--- src/hdl/bfb_pkg.sv ---
// ---------------------------------------------------------------------------
// bfb_pkg
// Shared constants, opcodes, controller/datapath interface types and the
// trailing-zero count used by the bitmap find-bit engine.
// ---------------------------------------------------------------------------
package bfb_pkg;

  // Fixed geometry of the bitmap and of the request fields
  localparam int WORD_BITS     = 64;
  localparam int NUM_WORDS_DEF = 64;
  localparam int POS_W         = 13;
  localparam int OFS_W         = 6;
  localparam int WIDX_W        = 6;
  localparam int START_W       = 12;
  localparam int OP_W          = 2;
  localparam int WCNT_W        = POS_W - OFS_W;
  localparam int SIZE_RST      = 4096;

  // Opcodes
  localparam logic [OP_W-1:0] OP_WRITE      = 2'd0;
  localparam logic [OP_W-1:0] OP_FIND_FIRST = 2'd1;
  localparam logic [OP_W-1:0] OP_FIND_SET   = 2'd2;
  localparam logic [OP_W-1:0] OP_FIND_ZERO  = 2'd3;

  // Controller to datapath commands
  typedef struct packed {
    logic clr_we;    // clearing pass: zero one word
    logic take;      // request accepted this cycle
    logic rd_next;   // fetch the following word
    logic res_none;  // nothing found: result is the size
    logic cur_load;  // capture the non-empty word
    logic res_hit;   // resolve the bit position of the captured word
    logic out_load;  // move the result into the output register
  } cmd_t;

  // Datapath to controller status
  typedef struct packed {
    logic clr_last;
    logic is_write;
    logic start_past;
    logic cur_nz;
    logic next_past;
    logic out_free;
  } sts_t;

  // Trailing-zero count of a non-zero word, binary halving
  function automatic logic [OFS_W-1:0] tz64(input logic [WORD_BITS-1:0] w);
    logic [WORD_BITS-1:0] v;
    logic [OFS_W-1:0]     n;
    v = w;
    n = '0;
    if (v[31:0] == 32'd0) begin
      n[5] = 1'b1;
      v    = v >> 32;
    end
    if (v[15:0] == 16'd0) begin
      n[4] = 1'b1;
      v    = v >> 16;
    end
    if (v[7:0] == 8'd0) begin
      n[3] = 1'b1;
      v    = v >> 8;
    end
    if (v[3:0] == 4'd0) begin
      n[2] = 1'b1;
      v    = v >> 4;
    end
    if (v[1:0] == 2'd0) begin
      n[1] = 1'b1;
      v    = v >> 2;
    end
    if (v[0] == 1'b0) begin
      n[0] = 1'b1;
    end
    return n;
  endfunction

endpackage

--- src/hdl/bfb_ctrl.sv ---
// ---------------------------------------------------------------------------
// bfb_ctrl
// Sequencer for the find-bit engine: clearing pass after reset, request
// intake, word-by-word scan, bit resolution and result hand-off.
// ---------------------------------------------------------------------------
module bfb_ctrl (
  input  logic          clk_i,
  input  logic          rst_ni,
  input  logic          in_valid_i,
  output logic          in_stall_o,
  input  bfb_pkg::sts_t sts_i,
  output bfb_pkg::cmd_t cmd_o
);

  localparam logic [2:0] ST_CLEAR = 3'd0;
  localparam logic [2:0] ST_IDLE  = 3'd1;
  localparam logic [2:0] ST_SCAN  = 3'd2;
  localparam logic [2:0] ST_FOUND = 3'd3;
  localparam logic [2:0] ST_EMIT  = 3'd4;

  logic [2:0] state_q, state_d;

  // Next state and commands
  always_comb begin
    state_d = state_q;
    cmd_o   = '0;
    unique case (state_q)
      ST_CLEAR: begin
        cmd_o.clr_we = 1'b1;
        if (sts_i.clr_last) state_d = ST_IDLE;
      end
      ST_IDLE: begin
        if (in_valid_i) begin
          cmd_o.take = 1'b1;
          state_d    = (sts_i.is_write || sts_i.start_past) ? ST_EMIT : ST_SCAN;
        end
      end
      ST_SCAN: begin
        priority if (sts_i.cur_nz) begin
          cmd_o.cur_load = 1'b1;
          state_d        = ST_FOUND;
        end else if (sts_i.next_past) begin
          cmd_o.res_none = 1'b1;
          state_d        = ST_EMIT;
        end else begin
          cmd_o.rd_next = 1'b1;
        end
      end
      ST_FOUND: begin
        cmd_o.res_hit = 1'b1;
        state_d       = ST_EMIT;
      end
      ST_EMIT: begin
        if (sts_i.out_free) begin
          cmd_o.out_load = 1'b1;
          state_d        = ST_IDLE;
        end
      end
      default: begin
        state_d = ST_IDLE;
      end
    endcase
  end

  always_ff @(posedge clk_i or negedge rst_ni) begin
    if (!rst_ni) begin
      state_q <= ST_CLEAR;
    end else begin
      state_q <= state_d;
    end
  end

  assign in_stall_o = (state_q != ST_IDLE);

endmodule

--- config.mk ---
export PLATFORM = sky130hd
export DESIGN_NAME = bfb_ctrl
export DESIGN_NICKNAME = d
export VERILOG_FILES = /design/src/hdl/bfb_pkg.sv /design/src/hdl/bfb_ctrl.sv
export SDC_FILE = /design/constraint.sdc
export NUM_CORES = 1
export LEC_CHECK = 0
export ABC_CLOCK_PERIOD_IN_PS = 2000
export BUFFER_PORTS_ARGS = -buffer_cell sky130_fd_sc_hd__buf_4
export CAP_MARGIN = 20
export CORE_AREA = 3 3 40 42
export DETAILED_ROUTE_END_ITERATION = 6
export DIE_AREA = 0 0 43 45
export PLACE_DENSITY = 0.41
export SLEW_MARGIN = 5
export SYNTH_ARGS = -nofsm -noshare
export SYNTH_HDL_FRONTEND = slang
export SYNTH_SLANG_ARGS = --single-unit
--- constraint.sdc ---
create_clock -name clk_i -period 2 [get_ports clk_i]
set_input_delay 0.1 -clock clk_i [delete_from_list [all_inputs] [get_ports clk_i]]
set_output_delay 0.1 -clock clk_i [all_outputs]
set_load 0.05 [all_outputs]
# Yosys cells after proc, flatten, opt, wreduce, memory -nomap -nowiden

Index checks and enable logic that the tools add are counted.
Widths: inputs -> output; s select.

Reduce and logical (&&, ||, !) cells: 3
Multiplexer cells: 18
Eq/ne operators: 9

Operator list:

| operator           | number |
|---|---|
| $mux 3             | 7 |
| $pmux 3 s5         | 1 |
| $mux 1             | 9 |
| $eq 3x2->1 const B | 2 |
| $ne 2x2->1 const B | 3 |
| $reduce_and 4->1   | 1 |
| $eq 3x1->1 const B | 1 |
| $eq 3x3->1 const B | 1 |
| $logic_not 3->1    | 1 |
| $ne 3x1->1 const B | 1 |
| $ne 3x3->1 const B | 1 |
| $mux 2             | 1 |
| $logic_or 1x1->1   | 1 |

Output and inout bits: 8
Bits in registers: 3
Word-level logic and storage cells: 31
Bits of input ports: 9

# Depth between registers and ports, before layout

Gate-level depths: netlist of the first run.

Word-level depth: 4
Mapped depth: 4
Gate-level depth less buffers: 3

# Least setup slack after synthesis of the first run

No wires, ideal clock.

Kind: reg-to-output
Start: reg state_q[0]
End: out cmd_o[4] (netlist bit)
Cell stages (with the launch flop): 5
Required time: 1.900 ns
Data arrival time: 1.815 ns
Path slack: 0.085 ns
Cells stage by stage: dfrtp_1 > clkbuf_4 > nor2_2 > nand2_1 > nor3_1

RTL lines:

| element                  | line           | RTL |
|---|---|---|
| start: declaration       | bfb_ctrl.sv:21 | `logic [2:0] state_q, state_d;` |
| start signal: assignment | bfb_ctrl.sv:69 | `state_q <= state_d;` |
| end: declaration         | bfb_ctrl.sv:12 | `output bfb_pkg::cmd_t cmd_o` |

==> results of run 1 <==
layer usage:
layer | vias up | global-route usage (%) | share of wire [%]
met5 | - | 0 | 0
met4 | 0 | 5.422 | 2.3
met3 | 2 | 0 | 7.3
met2 | 13 | 10.78 | 45
met1 | 134 | 12.14 | 45
li1 | 157 | - | -
cells by family (layout without fill, tap and decap cells):
kind of cell,after synthesis,in the layout
AO/OA/AOI/OAI,7,7
multiplexers,1,1
buffers and inverters,4,22
AND/OR/NAND/NOR,19,19
flip-flops,3,3
worst max-delay path: stages, from the launching register on:
cell,delay [ns]
dfrtp_1,0.50
nor2_2,0.22
nand2_1,0.09
nor3_1,0.15
buf_4,0.22
placed cells by master (no fill, tap or decap):
cell / Yosys / layout
buf_4: 1 / 16
nand2_1: 4 / 4
nor3_1: 4 / 4
nor2b_1: 3 / 3
and3_1: 3 / 3
nor2_1: 3 / 3
clkbuf_4: 1 / 3
dfrtp_1: 3 / 3
nor2_2: 1 / 1
clkinv_1: 1 / 1
a21boi_1: 1 / 1
or3_1: 1 / 1
a22oi_2: 1 / 1
a2111oi_2: 1 / 1
o32ai_1: 1 / 1
o211a_1: 1 / 1
o22ai_1: 1 / 1
mux2i_1: 1 / 1
o2bb2ai_1: 1 / 1
clkbuf_1: 0 / 1
dlygate4sd3_1: 0 / 1
area by class of cell:
type | count | area, um2 | area share, %
flip-flops and latches | 3 | 75.07 | 17.49
well taps | 15 | 18.77 | 4.373
multi-input cells | 27 | 175.2 | 40.82
clock buffers | 4 | 26.28 | 6.122
repair buffers | 17 | 130.1 | 30.32
inverters | 1 | 3.754 | 0.8746
final timing paths:
path,start,endpoint,slack (ns),cells after the start
hold / removal,sts_i[4],state_q[1],0.14,3
setup / recovery,state_q[2],cmd_o[4],0.47,4
min in group asynchronous,rst_ni,state_q[2],0.19,2
setup reg to reg,state_q[0],state_q[0],0.67,3
hold reg to reg,state_q[2],state_q[2],0.72,1
max in group asynchronous,rst_ni,state_q[0],1.72,2
what timing repair did:
item	4_1_cts	5_1_grt
hold endpoints to repair	3	0
endpoints found under the setup margin	0	0
hold buffers	1	0
buffers inserted	0	0
report_power, final:
part | total [mW] | switching [mW] | leakage [nW] | internal, mW
registers | 0.166 | 0.0817 | 0.0384 | 0.0847
clock network | 0.106 | 0.0313 | 0.0150 | 0.0748
logic | 0.404 | 0.249 | 0.157 | 0.155
==> out/qor.txt, run 1 <==
status: complete, no violations
die width: 43 um
Initial Utilization: 21.32%
min-delay worst type: primary input to flop
final worst slack: 0.4742 ns
Core Area: 1285 um2
Filler Cell Count: 145
Final Cell Area: 429.2 um2
net count after synthesis: 43
post-cts sizing count: 0
first-pass GRT wire length: 1.152 mm
Post-synth ARST share: 100.0%
die area: 1935 um2
total I/O pin count: 17
WS Path Type: flop to primary output
Congestion Overflow GR: 0
DR iter-0 viols: 0
synth warn: 0
cts bufs inserted: 3
max reg flops: 3
# DRC: 0
Largest Register: state_q
root buffer cell: clkbuf_4
Routability Congestion: 0.7319
Total Neg Setup Slack: 0 ns
mux cell area share after synthesis: 3.653%
synth top area cells: dfrtp_1 (27%), nor3_1 (7.3%), and3_1 (6.8%), nor2b_1 (6.8%), a2111oi_2 (5.5%)
clock buffer depth: 2
Total Wirelength: 751 um
Final Util: 33.40%
leading area contributor after synthesis: dfrtp_1
largest family of logic cells by synthesized area: simple AND/OR/NAND/NOR gates
largest net degree at the start of global routing: 14
synthesized area: 274.0 um2
final hold viol count: 0
Post-Synth Adder-Cell Area: 0%
clock latency on the worst-skew pair: 0.23 ns
power per cell area: 1575 nW/um2
Initial DRT Pass Iterations: 1
Reg clk slew, reported paths: 0.04 ns
Final Power: 0.6761 mW
Slew @ Worst Pin: 0.4136 ns
DR vias: 306
FF+latch count, synth: 3
H-Tree Level Count: 1
Synth Flop Type: dfrtp_1
final clock skew: 0.004154 ns
Area after DPL: 392.9 um2
n_diodes: 0
final period utilization: 76.29%
Max Cap Violations: 0
hpwl dp: 565.1 um
non-filler cells, final: 67
post-synthesis simple-gate area fraction: 35.16%
CTS sink cnt: 3
Syn Area/Cell: 8.059 um2
Rows: 13
crit path DAT: 1.43 ns
Final setup viols: 0
antenna violations before repair: 0
VDD IR max: 557.7 uV
fin nets: 62
drt wl/cell: 11.21 um
vias in the first global route: 250
Die Y-Extent: 45 um
library cells used by synthesis: 20
GRT Overall Usage: 7.930%
worst-path maximum fanout: 10
RSZ-0062 raised after global routing: false
Fin Hold WS: 0.1408 ns
Post-synth EDFFs: 0
post-synthesis compound-gate area fraction: 25.11%
PortBufs: 16
post-synth top area share: 27.40%
Critical Path Source Type: flop
crit end category: primary output
Area growth syn-to-layout: 56.62%
Post-Synth XOR/XNOR Area: 0%
Seq/Total Area, Yosys: 27.40%
fin crit period: 1.526 ns
Worst Path Required: 1.90 ns
share of cells above drive strength 1: 42.31%
Slew headroom: 72.42%
placed cell count: 62
Antenna Violating Nets Remaining: 0
Synth Instances: 34
static leakage: 0.2104 nW
vias per inst: 4.567
fmax: 655.4 MHz
pre-CTS WS: 0.6672 ns
top post-synthesis cells by count: nand2_1 (4), nor3_1 (4)
count of pins over their slew limit: 0
Largest regs: state_q x3
CTS tree: done
No activity file was read; power rests on OpenSTA's default activity.
==> run 2, diff against run 1 <==
--- a/config.mk
+++ b/config.mk
@@ -5,13 +5,13 @@
 export SDC_FILE = /design/constraint.sdc
 export NUM_CORES = 1
 export LEC_CHECK = 0
-export ABC_CLOCK_PERIOD_IN_PS = 2000
+export ABC_CLOCK_PERIOD_IN_PS = 1400
 export BUFFER_PORTS_ARGS = -buffer_cell sky130_fd_sc_hd__buf_4
 export CAP_MARGIN = 20
 export CORE_AREA = 3 3 40 42
 export DETAILED_ROUTE_END_ITERATION = 6
 export DIE_AREA = 0 0 43 45
-export PLACE_DENSITY = 0.41
+export PLACE_DENSITY = 0.43
 export SLEW_MARGIN = 5
 export SYNTH_ARGS = -nofsm -noshare
 export SYNTH_HDL_FRONTEND = slang
==> constraint.sdc (replaced) <==
create_clock -name clk_i -period 1.4 [get_ports clk_i]
set_input_delay 0.07 -clock clk_i [delete_from_list [all_inputs] [get_ports clk_i]]
set_output_delay 0.07 -clock clk_i [all_outputs]
set_load 0.05 [all_outputs]
==> run 2 against run 1 <==
Wire length rose by 12%. Cell area up 17%. Combinational power up 92%. Largest power group unchanged. Worst hold slack lost 0.028 ns.
==> out/qor.txt, run 2 (synthesized netlist as in run 1, its figures left out) <==
vias in the first global route: 339
Area growth syn-to-layout: 82.65%
min-delay worst type: primary input to flop
share of cells above drive strength 1: 56.90%
Largest regs: state_q x3
RSZ-0062 raised after global routing: false
static leakage: 0.2458 nW
final clock skew: 0.001991 ns
antenna violations before repair: 0
die area: 1935 um2
placed cell count: 65
first-pass GRT wire length: 1.386 mm
H-Tree Level Count: 1
worst-path maximum fanout: 7
clock latency on the worst-skew pair: 0.23 ns
Final Power: 1.127 mW
grt met3 use: 4.781%
Min-Delay Path Depth: 3
Max Cap Violations: 0
hpwl dp: 686.2 um
PortBufs: 16
FF-to-FF path depth: 3
Congestion Overflow GR: 0
Slew @ Worst Pin: 0.2961 ns
final period utilization: 95.08%
crit path DAT: 1.26 ns
Filler Cell Count: 143
clock buffer depth: 2
Slew headroom: 80.22%
GRT met1 Usage: 10.87%
Routability Congestion: 0.7164
fmax: 751.2 MHz
non-filler cells, final: 73
Total Wirelength: 841 um
GR peak layer: met2
status: complete, no violations
fin crit period: 1.331 ns
GRT met2 Usage: 15.87%
CTS tree: done
Die Y-Extent: 45 um
Critical Path Source Type: flop
final hold viol count: 0
Seq. cell area: 77.57 um2
Fin Hold WS: 0.1132 ns
DR iter-0 viols: 5
final worst slack: 0.06883 ns
power per cell area: 2251 nW/um2
DR vias: 334
Initial DRT Pass Iterations: 4
cts bufs inserted: 3
largest net degree at the start of global routing: 9
VDD IR max: 734.3 uV
Core Area: 1285 um2
Antenna Violating Nets Remaining: 0
n_diodes: 0
Worst Path Required: 1.33 ns
WS Path Type: flop to primary output
commonest non-fill, non-tap cell in the layout: buf_4
max reg flops: 3
crit end category: primary output
most frequent cells in the layout: buf_4 (21), nand2_1 (4)
pre-CTS WS: 0.1454 ns
CTS sink cnt: 3
Initial Utilization: 21.32%
root buffer cell: clkbuf_4
footprint of the multi-input gates: 195.2 um2
drt wl/cell: 11.52 um
# DRC: 0
count of pins over their slew limit: 0
Final setup viols: 0
fin nets: 68
Rows: 13
Largest Register: state_q
Reg clk slew, reported paths: 0.04 ns
die width: 43 um
vias per inst: 4.575
GRT Overall Usage: 9.667%
total I/O pin count: 17
-- run 2: worst paths after layout --
kind	startpoint	endpoint	slack, ns
worst min-delay path	sts_i[4]	state_q[1]	0.11
worst max-delay path	state_q[2]	cmd_o[4]	0.07
worst max register to register	state_q[1]	state_q[0]	0.18
worst min register to register	state_q[0]	state_q[2]	0.69
max in group asynchronous	rst_ni	state_q[2]	1.12
min in group asynchronous	rst_ni	state_q[0]	0.17
-- run 2: through the flow --
stage / area, um2 / util [%] / setup TNS (ns)
4_1_cts: 474.2 / 36.90 / 0
3_3_place_gp: 430.4 / 33.50 / 0
6_report: 500.5 / 38.95 / 0
3_5_place_dp: 430.4 / 33.50 / 0
5_1_grt: 500.5 / 38.95 / 0
2_1_floorplan: 289.0 / - / -0.06966
-- run 2: area by class of cell --
class,count,share of cell area [%]
multi-input cells,27,39.00
repair buffers,23,35.75
flip-flops and latches,3,15.50
clock buffers,4,5.250
well taps,15,3.750
inverters,1,0.7500
-- run 2: layer usage --
| metal | vias to the layer above | part of all wire, % |
|---|---|---|
| li1 | 170 | - |
| met1 | 152 | 44 |
| met2 | 12 | 48 |
| met3 | 0 | 7.8 |
| met4 | 0 | 0 |
| met5 | - | 0 |
-- run 2: critical path: stages, from the launching register on --
cell and delay [ns]:
dfrtp_2 0.45, nor2_4 0.16, nand2_1 0.10, nor3_2 0.14, buf_6 0.18
-- run 2: power breakdown --
part	switching, mW	internal [mW]	total, mW	leakage (nW)
Sequential	0.0716	0.128	0.200	0.0360
Clock	0.0449	0.107	0.152	0.0150
Combinational	0.448	0.327	0.775	0.195
-- run 2: timing repair --
item | in CTS | in global routing
hold buffers | 1 | 0
endpoints found under the hold margin | 3 | 0
buffers inserted | 0 | 3
endpoints found under the setup margin | 1 | 1
resized for setup | 3 | 1
